[src/hw/rtl/cts_ram.sv]
module cts_ram
  #(parameter int WIDTH = 32,
    parameter int DEPTH = 16)
  (
  input  logic                                        clk,
  input  logic                                        we,
  input  logic [((DEPTH > 1) ? $clog2(DEPTH) : 1)-1:0] waddr,
  input  logic [WIDTH-1:0]                            wdata,
  input  logic [((DEPTH > 1) ? $clog2(DEPTH) : 1)-1:0] raddr,
  output logic [WIDTH-1:0]                            rdata
);

  logic [WIDTH-1:0] mem [DEPTH];

  // Write one entry, read one entry into a register
  always_ff @(posedge clk) begin
    if (we) begin
      mem[waddr] <= wdata;
    end
    rdata <= mem[raddr];
  end

endmodule

[config.mk]
export PLATFORM = sky130hd
export DESIGN_NAME = cts_ram
export DESIGN_NICKNAME = d
export VERILOG_FILES = /design/src/hw/rtl/cts_ram.sv
export SDC_FILE = /design/constraint.sdc
export NUM_CORES = 1
export LEC_CHECK = 0
export ABC_AREA = 0
export BUFFER_PORTS_ARGS = -buffer_cell sky130_fd_sc_hd__buf_2
export CAP_MARGIN = 0
export CORE_MARGIN = 5
export CORE_UTILIZATION = 61
export DETAILED_ROUTE_END_ITERATION = 16
export GPL_TIMING_DRIVEN = 0
export PLACE_DENSITY = 0.79
export SETUP_SLACK_MARGIN = 0.1
export SYNTH_ARGS = -nofsm -noshare
export SYNTH_HDL_FRONTEND = slang
export SYNTH_SLANG_ARGS = --single-unit
[constraint.sdc]
create_clock -name clk -period 4.1 [get_ports clk]
set_input_delay 0 -clock clk [delete_from_list [all_inputs] [get_ports clk]]
set_output_delay 0 -clock clk [all_outputs]
set_load 0.02 [all_outputs]
---- Yosys cells after proc, flatten, opt, wreduce, memory -nomap -nowiden ----
Memory sizes are Yosys's and may differ from the RTL's. A register that Yosys moved wholly into a read port is not among the register bits.
Cells that the tools add are included.
word-level totals
  register bits ........................... 0
  RAM bits ................................ 512
  input port bits ......................... 42
  memories ................................ 1
cells by class
  mux-type cells .......................... 2
memories
  name  depth  width  read ports  clocked after Yosys merged registers in  wr ports  RTL line  RTL
  mem   16     32     1           1                                        1         13        logic [WIDTH-1:0] mem [DEPTH];
operators by type and width
  operator           number
  1-bit two-way mux  2

---- Longest topological paths before layout ----
  word-level depth ........................ 2
  mapped depth ............................ 5
  depth with buffers taken out ............ 3

---- Worst setup path after synthesis ----
OpenSTA, ideal clock, no wires.
  path type ............................... input to register
  start ................................... input port waddr[2] (netlist name)
  end ..................................... memory mem[0][0], enable pin
  data arrival time ....................... 2,718 ps
  path slack .............................. 920 ps
  stages .................................. 2
  buffers on the path ..................... 0
  cell sequence ........................... or3b_2 > nor3_1
RTL lines
  item         RTL line  RTL
  from (decl)  7         input logic [((DEPTH > 1) ? $clog2(DEPTH) : 1)-1:0] waddr,
  to (decl)    13
No word-level cell before the write port.

---- Worst setup path in the final report ----
  start ................................... input port waddr[0] (netlist name)
  end ..................................... memory mem[10][28], enable pin
No word-level cell before the write port.

==> impl_metrics.toml <==
[power_and_ir_drop]
p_sw_frac = 0.205
p_int_uw = 9190
power_uw = 11600
combPwrFrac = 0.056
switchingPower_uw = 2370
seqPwrFrac = 0.540
p_per_area_nw_per_um2 = 496
cellLeakagePower_uw = 0.00756
ir_drop_mv = 0.313
p_clk_frac = 0.404

[clock_network]
cts_tree = "built"
clk_latency_ns = 0.56
cts_sinks = 544
clk_pin_slew_ns = 0.06
cts_resized = 0
numCtsBuffers = 51
root_buffer = "clkbuf_16"
clockBufferDepth = 3
h-tree-depth = 2

[place]
post_dp_cell_area_um2 = 21300
hpwl_um = 25600
io_buffers = 71
gp_congestion = 0.767

[drt]
drc = 0
ant_nets = 0
drt-total-wl_um = 45000
viasPerCell = 6.48
drt_iter0_markers = 1331
post_drt_wl_per_cell_um = 29.8
first_pass_iters = 5
dr_total_vias = 9791

[logic_synthesis]
yosysTopAreaCellShare = 0.774
syn_area_um2 = 19900
synth.most_common_cell = "edfxtp_1"
synth_cells = 838
ys_types = 18
synth_commonest_cells = "edfxtp_1, mux4_2, a22oi_1"
synth.area.top_cells = "edfxtp_1, mux4_2, dfxtp_1"
ys.warnings.count = 0
async_flop_share = 0
synth_flop_cell = "edfxtp_1"
syn_area_per_cell_um2 = 23.7
yosysSeqAreaShare = 0.807
synth_edf_count = 512
synth_seq_cells = 544
synth_area_leader_cell = "edfxtp_1"
synth_fp_nets = 880

[cells_and_area]
fin_nets = 1066
stdcell_area_um2 = 23300
area_growth_pct = 17.4
drive_gt1_frac = 0.311
fill_cells = 1810

[critical_path]
worstPathArrival_ns = 2.07
cp-end-kind = "flip-flop"
r2r-start = "mem[1][14]"
path_cells = "dlygate4sd3_1 -> buf_2 -> nand2b_1 -> nor2_4 -> buf_12"
r2r_slack_ns = 2.69
critPathKind = "input pin to flip-flop"
crit_family = "buffers and inverters"
cp_slowest_stage_delay_ns = 0.66
startpoint_type = "input pin"
cp_num_buf_inv = 3
cp.required_ns = 4.34
slowest_stage = "nor2_4"
crit_fanout = 17
r2r_cells = 3
rr_endpoint = "rdata[14]"

[die]
die_y_um = 190
rows = 66
core_um2 = 32400
ios = 74
initial_core_util = 0.613
die-area_um2 = 36300
die_x_um = 190

[global_route]
grt_pass1_vias = 10300
gr-total-overflow = 0
antenna_found_initial = 3
grt_pass1_wl_um = 66700
grt.total_usage = 0.255
grt_start_max_net_pins = 23

[run]
drv_cap = 0

[timing]
finalCriticalPeriod_ns = 1.83
skew_ns = 0.0217
grt_setup_unrepaired = "no"
worstMarginPinSlew_ns = 1.07
finalMaxSlewViolations = 0
slew_headroom = 0.282
max_freq_mhz = 547
hold_viol = 0
finalSetupViolations = 0
final.period_utilization = 0.446

[min_path]
hold_class = "input pin to flip-flop"
worstHoldEndpoint = "rdata[31]"
min_from = "raddr[3]"
min_path_cells = 4

[status]
status = "finished, final reports clean"
routing by layer:
metal  part of all wire  wire length, µm  GRT usage  up-vias
li1                   -                -          -     3946
met2               0.52            23500      0.439      613
met5                  0                0          0        -
met3              0.089             3990     0.0476      107
met1               0.36            16100      0.338     5125
met4              0.032             1430     0.0768        0
power by group through the flow:
stage	clock [µW]	sequential, µW	combinational (µW)
final	4670	6250	644
after global routing	4970	6260	684
after detailed placement	0	6370	609
after CTS	4710	6250	646
after global placement	0	6360	568
after floorplan	0	6410	299
worst min-delay path: cells and delay by family:
family          cells  cell delay [ns]
compound gates      1             0.19
simple gates        2             0.24
buf+inv             1             0.13
worst max-delay path by stage:
stage,slack (ns),to,startpoint,cells past startpoint
2_1_floorplan,0.92,mem[0][0],waddr[2],2
3_3_place_gp,-1.63,mem[0][2],waddr[2],3
3_5_place_dp,1.96,mem[8][26],waddr[2],5
4_1_cts,2.32,mem[8][20],waddr[1],5
5_1_grt,2.22,mem[8][16],waddr[0],5
6_report,2.27,mem[10][28],waddr[0],5
cells in the final DEF, fill, tap and decap left out, drive strengths merged:
cell type,instances
edfxtp,512
mux4,128
buf,124
clkbuf,100
a22oi,64
dlygate4sd3,35
nand2,33
dfxtp,32
nor2,13
clkinv,7
nor3,4
diode,3
bufinv,3
nor2b,2
nand3b,2
nand2b,2
and2,1
nand3,1
or3b,1
inv,1
clkinvlp,1
repair_timing:
| action | 4_1_cts | 5_1_grt |
|---|---|---|
| hold buffers | 35 | 0 |
| buffers inserted | 0 | 0 |
| endpoints found under the hold margin | 519 | 0 |
sequential cells by signal, indices dropped and copies added (netlist names):
| name | flops |
|---|---|
| rdata | 32 |
| mem | 512 |
layout make-up:
cell class / count / area (µm²) / area share
Sequential cell: 544 / 16000 / 0.687
Multi-Input combinational cell: 251 / 3730 / 0.160
Clock buffer: 83 / 1520 / 0.0652
Timing Repair Buffer: 133 / 1110 / 0.0478
Tap cell: 442 / 553 / 0.0237
Buffer: 43 / 223 / 0.00956
Clock inverter: 12 / 143 / 0.00612
Antenna cell: 3 / 7.51 / 0.000322
per-stage QoR:
stage	hold WS (ns)	instances	setup slack, ns	utilization	TNS, ns
6_report	0.0728	1511	2.27	0.720	0
3_3_place_gp	0.367	1351	-1.63	0.641	-181.36
3_5_place_dp	0.369	1378	1.96	0.657	0
2_1_floorplan	0.0989	838	0.920	-	0
5_1_grt	0.101	1511	2.22	0.720	0
4_1_cts	0.0472	1508	2.32	0.720	0
logic make-up (layout without fill, tap and decap cells):
group	count (synthesis)	after routing	share of synthesized area
multiplexers	128	128	0.145
buffers and inverters	43	271	0.0112
flip-flops	544	544	0.807
AND/OR/NAND/NOR	59	59	0.0127
AO/OA/AOI/OAI	64	64	0.0242
other	0	3	0
(Power assumes the default switching activity.)
